--- src/hdl/assert_macros.svh ---
// assertion macros for the rtl files, included by the top level
// no dependencies
`ifndef ASSERT_MACROS_SVH
`define ASSERT_MACROS_SVH

// same-cycle implication, held off during reset
`define ASSERT_IMPLY(name, clk, rst, ante, cons) \
   name: assert property (@(posedge clk) disable iff (rst) (ante) |-> (cons)) \
      else $error("same-cycle implication check failed");

// next-cycle implication, held off during reset
`define ASSERT_NEXT(name, clk, rst, ante, cons) \
   name: assert property (@(posedge clk) disable iff (rst) (ante) |=> (cons)) \
      else $error("next-cycle implication check failed");

`endif

--- src/hdl/bsag_pkg.sv ---
// shared constants, register index codes and structs of the 3-d block scatter address generator
// no dependencies
package bsag_pkg;

   localparam int VALUE_BITS     = 32;
   localparam int DIM_BITS       = 21;
   localparam int ADDR_BITS      = 48;

   localparam int BLK_BITS       = 40;
   localparam int STRIDE_BITS    = 40;
   localparam int POS_BITS       = 6;
   localparam int OFS_BITS       = 2;
   // blocks per axis: ceil(size / 4) needs one bit less than the size
   localparam int DIV_BITS       = DIM_BITS - 1;
   localparam int LO_BITS        = ADDR_BITS / 2;
   localparam int HI_BITS        = ADDR_BITS - LO_BITS;
   localparam int CSR_BITS       = (ADDR_BITS > STRIDE_BITS) ? ADDR_BITS : STRIDE_BITS;
   localparam int CSR_INDEX_BITS = 3;
   localparam int AXES           = 3;
   // input register loads at the accept edge, then two dividers of one stage per
   // quotient bit and five tail stages
   localparam int LATENCY        = 2 * BLK_BITS + 5;

   typedef enum logic [CSR_INDEX_BITS-1:0] {
      CSR_SIZE_X       = 3'd0,
      CSR_SIZE_Y       = 3'd1,
      CSR_SIZE_Z       = 3'd2,
      CSR_STRIDE_X     = 3'd3,
      CSR_STRIDE_Y     = 3'd4,
      CSR_STRIDE_Z     = 3'd5,
      CSR_BASE_ADDRESS = 3'd6
   } csr_index_type;

   typedef struct packed {
      logic [DIM_BITS-1:0]  size_x;
      logic [DIM_BITS-1:0]  size_y;
      logic [DIM_BITS-1:0]  size_z;
      logic [DIV_BITS-1:0]  blocks_x;
      logic [DIV_BITS-1:0]  blocks_y;
      logic [ADDR_BITS-1:0] step_x;
      logic [ADDR_BITS-1:0] step_y;
      logic [ADDR_BITS-1:0] step_z;
      logic [ADDR_BITS-1:0] base_address;
   } cfg_type;

   typedef struct packed {
      logic [POS_BITS-1:0]   element_position;
      logic [VALUE_BITS-1:0] sample_value;
      logic [DIV_BITS-1:0]   rem_x;
   } side_type;

endpackage

--- src/hdl/bsag_cfg.sv ---
// configuration registers and the values derived from them (blocks per axis, strides)
// depends on bsag_pkg
module bsag_cfg import bsag_pkg::*; (
   input  logic                      clock,
   input  logic                      reset,
   input  logic                      csr_write_enable,
   input  logic [CSR_INDEX_BITS-1:0] csr_index,
   input  logic [CSR_BITS-1:0]       csr_write_data,
   output cfg_type                   cfg
);

   logic [DIM_BITS-1:0]    size_x_ff, size_y_ff, size_z_ff;
   logic [DIM_BITS-1:0]    size_x_in, size_y_in, size_z_in;
   logic [STRIDE_BITS-1:0] stride_x_ff, stride_y_ff, stride_z_ff;
   logic [STRIDE_BITS-1:0] stride_x_in, stride_y_in, stride_z_in;
   logic [ADDR_BITS-1:0]   base_ff, base_in;

   logic [2*DIM_BITS-1:0]  area_ff, area_in;
   logic [DIM_BITS:0]      size_x_p3, size_y_p3;
   logic [DIV_BITS-1:0]    blocks_x_ff, blocks_y_ff;
   logic [ADDR_BITS-1:0]   step_x_ff, step_y_ff, step_z_ff;
   logic [ADDR_BITS-1:0]   step_x_in, step_y_in, step_z_in;

   always_comb begin
      size_x_in   = size_x_ff;
      size_y_in   = size_y_ff;
      size_z_in   = size_z_ff;
      stride_x_in = stride_x_ff;
      stride_y_in = stride_y_ff;
      stride_z_in = stride_z_ff;
      base_in     = base_ff;
      if (csr_write_enable) begin
         case (csr_index)
            CSR_SIZE_X:       size_x_in   = csr_write_data[DIM_BITS-1:0];
            CSR_SIZE_Y:       size_y_in   = csr_write_data[DIM_BITS-1:0];
            CSR_SIZE_Z:       size_z_in   = csr_write_data[DIM_BITS-1:0];
            CSR_STRIDE_X:     stride_x_in = csr_write_data[STRIDE_BITS-1:0];
            CSR_STRIDE_Y:     stride_y_in = csr_write_data[STRIDE_BITS-1:0];
            CSR_STRIDE_Z:     stride_z_in = csr_write_data[STRIDE_BITS-1:0];
            CSR_BASE_ADDRESS: base_in     = csr_write_data[ADDR_BITS-1:0];
            default:          ;
         endcase
      end
   end

   always_ff @(posedge clock) begin
      if (reset) begin
         size_x_ff   <= DIM_BITS'(1);
         size_y_ff   <= DIM_BITS'(1);
         size_z_ff   <= DIM_BITS'(1);
         stride_x_ff <= '0;
         stride_y_ff <= '0;
         stride_z_ff <= '0;
         base_ff     <= '0;
      end else begin
         size_x_ff   <= size_x_in;
         size_y_ff   <= size_y_in;
         size_z_ff   <= size_z_in;
         stride_x_ff <= stride_x_in;
         stride_y_ff <= stride_y_in;
         stride_z_ff <= stride_z_in;
         base_ff     <= base_in;
      end
   end

   // derived values are registered from the config registers; the dense z step
   // also passes through the registered area product
   assign size_x_p3 = {1'b0, size_x_ff} + (DIM_BITS+1)'(3);
   assign size_y_p3 = {1'b0, size_y_ff} + (DIM_BITS+1)'(3);
   assign area_in   = size_x_ff * size_y_ff;

   // zero stride picks the dense layout
   assign step_x_in = (stride_x_ff != '0) ? ADDR_BITS'(stride_x_ff) : ADDR_BITS'(1);
   assign step_y_in = (stride_y_ff != '0) ? ADDR_BITS'(stride_y_ff) : ADDR_BITS'(size_x_ff);
   assign step_z_in = (stride_z_ff != '0) ? ADDR_BITS'(stride_z_ff) : ADDR_BITS'(area_ff);

   always_ff @(posedge clock) begin
      area_ff     <= area_in;
      blocks_x_ff <= size_x_p3[DIM_BITS:OFS_BITS];
      blocks_y_ff <= size_y_p3[DIM_BITS:OFS_BITS];
      step_x_ff   <= step_x_in;
      step_y_ff   <= step_y_in;
      step_z_ff   <= step_z_in;
   end

   assign cfg.size_x       = size_x_ff;
   assign cfg.size_y       = size_y_ff;
   assign cfg.size_z       = size_z_ff;
   assign cfg.blocks_x     = blocks_x_ff;
   assign cfg.blocks_y     = blocks_y_ff;
   assign cfg.step_x       = step_x_ff;
   assign cfg.step_y       = step_y_ff;
   assign cfg.step_z       = step_z_ff;
   assign cfg.base_address = base_ff;

endmodule

--- config.mk ---
export PLATFORM = sky130hd
export DESIGN_NAME = bsag_cfg
export DESIGN_NICKNAME = d
export VERILOG_FILES = /design/src/hdl/assert_macros.svh /design/src/hdl/bsag_pkg.sv /design/src/hdl/bsag_cfg.sv
export SDC_FILE = /design/constraint.sdc
export NUM_CORES = 2
export LEC_CHECK = 0
export ABC_CLOCK_PERIOD_IN_PS = 7200
export BUFFER_PORTS_ARGS = -buffer_cell sky130_fd_sc_hd__buf_2
export CAP_MARGIN = 20
export CORE_ASPECT_RATIO = 0.75
export CORE_UTILIZATION = 30
export CTS_CLUSTER_SIZE = 8
export DETAILED_ROUTE_END_ITERATION = 8
export GPL_TIMING_DRIVEN = 0
export PLACE_DENSITY_LB_ADDON = 0.3
export SYNTH_ARGS = -nofsm -noshare
export SYNTH_HDL_FRONTEND = slang
export SYNTH_SLANG_ARGS = --single-unit
--- constraint.sdc ---
create_clock -name clock -period 7.2 [get_ports clock]
set_input_delay 0.72 -clock clock [delete_from_list [all_inputs] [get_ports clock]]
set_output_delay 0.72 -clock clock [all_outputs]
set_load 0.02 [all_outputs]
==> flow_summary.yaml <==
cts:
  cts-buffers-inserted: 61
  postCtsHoldBufs: 0
  clk-insertion-delay-late_ps: 620
  h-tree-depth: 2
  cts_tree: "built"
  cts_max_path_buffers: 3
  root_buffer: "clkbuf_16"
  clkTransAtPathRegs_ps: 50
  clock_sinks: 435
drt:
  wl_per_cell_um: 21.7
  via_per_inst: 4.84
  remaining_drc_errors: 0
  num_vias: 23700
  drtIter0Drc: 2291
  firstDrtPassIters: 5
  postRouteAntennaNets: 0
  finalWirelength_um: 107000
setup_path:
  worstSetupEndpoint: "area_ff[41]"
  required_ps: 7680
  rr_endpoint: "area_ff[41]"
  reg2reg_from: "size_y_ff[12]"
  cp_slowest_cell: "clkbuf_1"
  start_kind: "register"
  arrival_ps: 7560
  end_kind: "register"
  crit_path_max_fanout: 10
  reg2reg_depth: 21
  critical_path.max_stage_delay_ps: 680
  cp_cell_sequence: "clkbuf_1 > nand2_1 > fa_1 > inv_1 > fa_1 > fa_1 > fa_1 > fa_1 > inv_1 > fa_1 > inv_1 > ha_1 > ha_1 > nand2_1 > o21ai_0 > and2_1 > o21ai_0 > o211ai_1 > a41oi_2 > o211ai_1 > nand4_1"
  startpoint: "size_y_ff[12]"
  r2r_slack_ps: 110
  timing.critical_path.mode_cell: "fa_1"
  crit_type: "register to register"
placed_design:
  dp.cells: 4829
  place.gp.congestion: 0.951
  io_buffer_count: 325
  dp_hpwl_um: 84700
layout:
  final_common_cell: "nand2_1"
  fillerInstances: 9931
  final_cell_mix: "nand2_1 (684), dfxtp_1 (418), inv_1 (414), fa_1 (358), buf_2 (347)"
  num-nets-final: 4207
  area.growth.synth_to_final_pct: 18.2
  fin_cells: 4901
  drive_gt1_share_pct: 15.6
timing:
  maxSlewViolCount: 0
  fmaxAchievable_ghz: 0.141
  hold_viol_final: 0
  finalClockSkew_ps: 39.1
  tns_ps: 0
  tightest_slew_ps: 1290
  final.period_utilization_pct: 98.5
  rsz0062_at_grt: "true"
  relSlewSlack_pct: 13.6
  setup_viol_count_final: 0
  fin_crit_ps: 7090
power:
  power_frac_comb_pct: 9.5
  ir_drop_uv: 199
  p_int_mw: 4.11
  leakage_nw: 16.7
  p_sw_mw: 1.46
  p_clk_share_pct: 45.3
  sw_frac_of_total_pct: 26.2
  power_density_nw_per_um2: 164
  seqPwrFrac_pct: 45.2
floorplan:
  core_area_um2: 95200
  num_io_pins: 349
  fp.dieArea_um2: 97300
  die_w_um: 360
  initial_core_util_pct: 30.3
  num_rows: 98
  die_h_um: 270
global_routing:
  antenna_found_initial: 13
  grt_pass1_wl_um: 157000
  grt_pass1_vias: 23500
  overflow: 0
  grt_start_max_net_pins: 18
  grt_usage_pct: 21.9
logic_synthesis:
  synth-edff-count: 0
  synth-seq-cells: 435
  synthFlopType: "dfxtp_1"
  syn-cell-area_um2: 28800
  synth_seq_area_share_pct: 30.2
  synth_cells: 3233
  ys_types: 63
  syn-mean-instance-area_um2: 8.91
  yosys_warnings: 0
  async_reset_ff_share_pct: 0
outcome:
  run_status: "complete, no violations"
flow_run:
  max_cap_violations: 0
worst_hold_path:
  hp-class: "input port to register"
[power by group through the flow]
stage          sequential (mW)  combinational [mW]  clock, mW
6_report                  2.52               0.527       2.52
3_5_place_dp              2.57               0.509          0
3_3_place_gp              2.57               0.509          0
5_1_grt                   2.52               0.558       2.67
2_1_floorplan             2.60               0.221          0
4_1_cts                   2.52               0.514       2.55
[worst max-delay path, delay by kind of cell, from the launching register on]
kind / cells / cell delay, ps
compound gates: 5 / 1150
buf+inv: 4 / 830
simple gates: 4 / 710
fa+ha+maj: 8 / 3770
flops: 1 / 500
[state kept, by name, summed over array words and instances (netlist names)]
register	cells
base_ff	48
area_ff	42
step_z_ff	42
step_x_ff	40
step_y_ff	40
stride_x_ff	40
stride_y_ff	40
stride_z_ff	40
size_x_ff	21
size_y_ff	21
size_z_ff	21
blocks_x_ff	20
blocks_y_ff	20
[final cells by class]
cell class,instances,area (um2),area share [%]
Multi-Input combinational cell,2130,17600,51.6
Clock inverter,6,55.1,0.162
Timing Repair Buffer,327,1650,4.86
Antenna cell,3,7.51,0.0221
Sequential cell,435,8740,25.7
Inverter,414,1550,4.56
Buffer,274,1360,3.99
Tap cell,1250,1560,4.59
Clock buffer,62,1540,4.52
[through the flow]
stage / instance area (um2) / worst slack, ps / power (mW) / hold WS, ps / util (%)
2_1_floorplan: 28900 / 740 / 2.82 / 403 / -
3_3_place_gp: 32100 / -894 / 3.08 / 419 / 33.7
3_5_place_dp: 32100 / -875 / 3.08 / 414 / 33.7
4_1_cts: 33800 / 3.67 / 5.59 / 335 / 35.6
5_1_grt: 34000 / 3.01 / 5.75 / 343 / 35.8
6_report: 34000 / 110 / 5.57 / 357 / 35.8
[per-layer routing]
layer	vias up	GRT usage [%]	wire, um
li1	10700	-	-
met1	11900	32.9	50100
met2	1053	30.7	42500
met3	144	6.23	11600
met4	4	4.40	2220
met5	-	0	120
[repair_timing]
action | CTS | global route
pin swaps | 0 | 3
buffers inserted | 0 | 2
gates cloned | 0 | 0
resized for setup | 108 | 110
setup endpoints to repair | 25 | 14
[cell usage after synthesis (3+ instances only)]
cell / number / area share [%]
nand2_1: 684 / 8.9
dfxtp_1: 435 / 30
inv_1: 414 / 5.4
fa_1: 358 / 25
and2_1: 265 / 5.8
a21oi_1: 264 / 4.6
clkbuf_1: 234 / 3.0
ha_1: 152 / 6.6
a21o_1: 83 / 2.2
xnor2_1: 44 / 1.3
nor4_1: 30 / 0.65
nor2_1: 27 / 0.35
xor2_1: 27 / 0.82
buf_4: 24 / 0.63
nand3_1: 22 / 0.38
o21ai_0: 16 / 0.28
nand4_1: 15 / 0.33
and3_1: 13 / 0.28
buf_2: 13 / 0.23
nor3_1: 11 / 0.19
o21bai_1: 9 / 0.23
a31oi_1: 8 / 0.17
nand2b_1: 7 / 0.15
and4_1: 6 / 0.18
nor2b_1: 6 / 0.13
a211oi_1: 5 / 0.13
a21oi_2: 4 / 0.12
buf_1: 4 / 0.052
nand3_2: 4 / 0.14
o21ai_1: 4 / 0.070
nand3b_1: 3 / 0.078
o21a_1: 3 / 0.078
[worst min path at each step]
stage | startpoint | end | slack (ps) | depth (start not counted)
4_1_cts | csr_write_data[41] | base_ff[41] | 330 | 3
2_1_floorplan | area_ff[0] | step_z_ff[0] | 400 | 1
3_3_place_gp | area_ff[1] | step_z_ff[1] | 420 | 1
5_1_grt | csr_write_data[46] | base_ff[46] | 340 | 3
3_5_place_dp | area_ff[21] | step_z_ff[21] | 410 | 1
6_report | csr_write_data[41] | base_ff[41] | 360 | 3
[logic make-up (layout without fill, tap and decap cells)]
kind of cell / Yosys count / in the layout / share of synthesized area (%)
buffers and inverters: 689 / 1083 / 9.35
muxes: 1 / 1 / 0.0348
other: 1 / 25 / 0.0130
DFF: 435 / 435 / 30.2
xor gates and xnor gates: 73 / 73 / 2.27
AOI/OAI and AO/OA: 416 / 416 / 8.53
and+or+nand+nor: 1108 / 1108 / 18.1
adders and majority gates: 510 / 510 / 31.5
No activity file was read; power rests on OpenSTA's default activity.
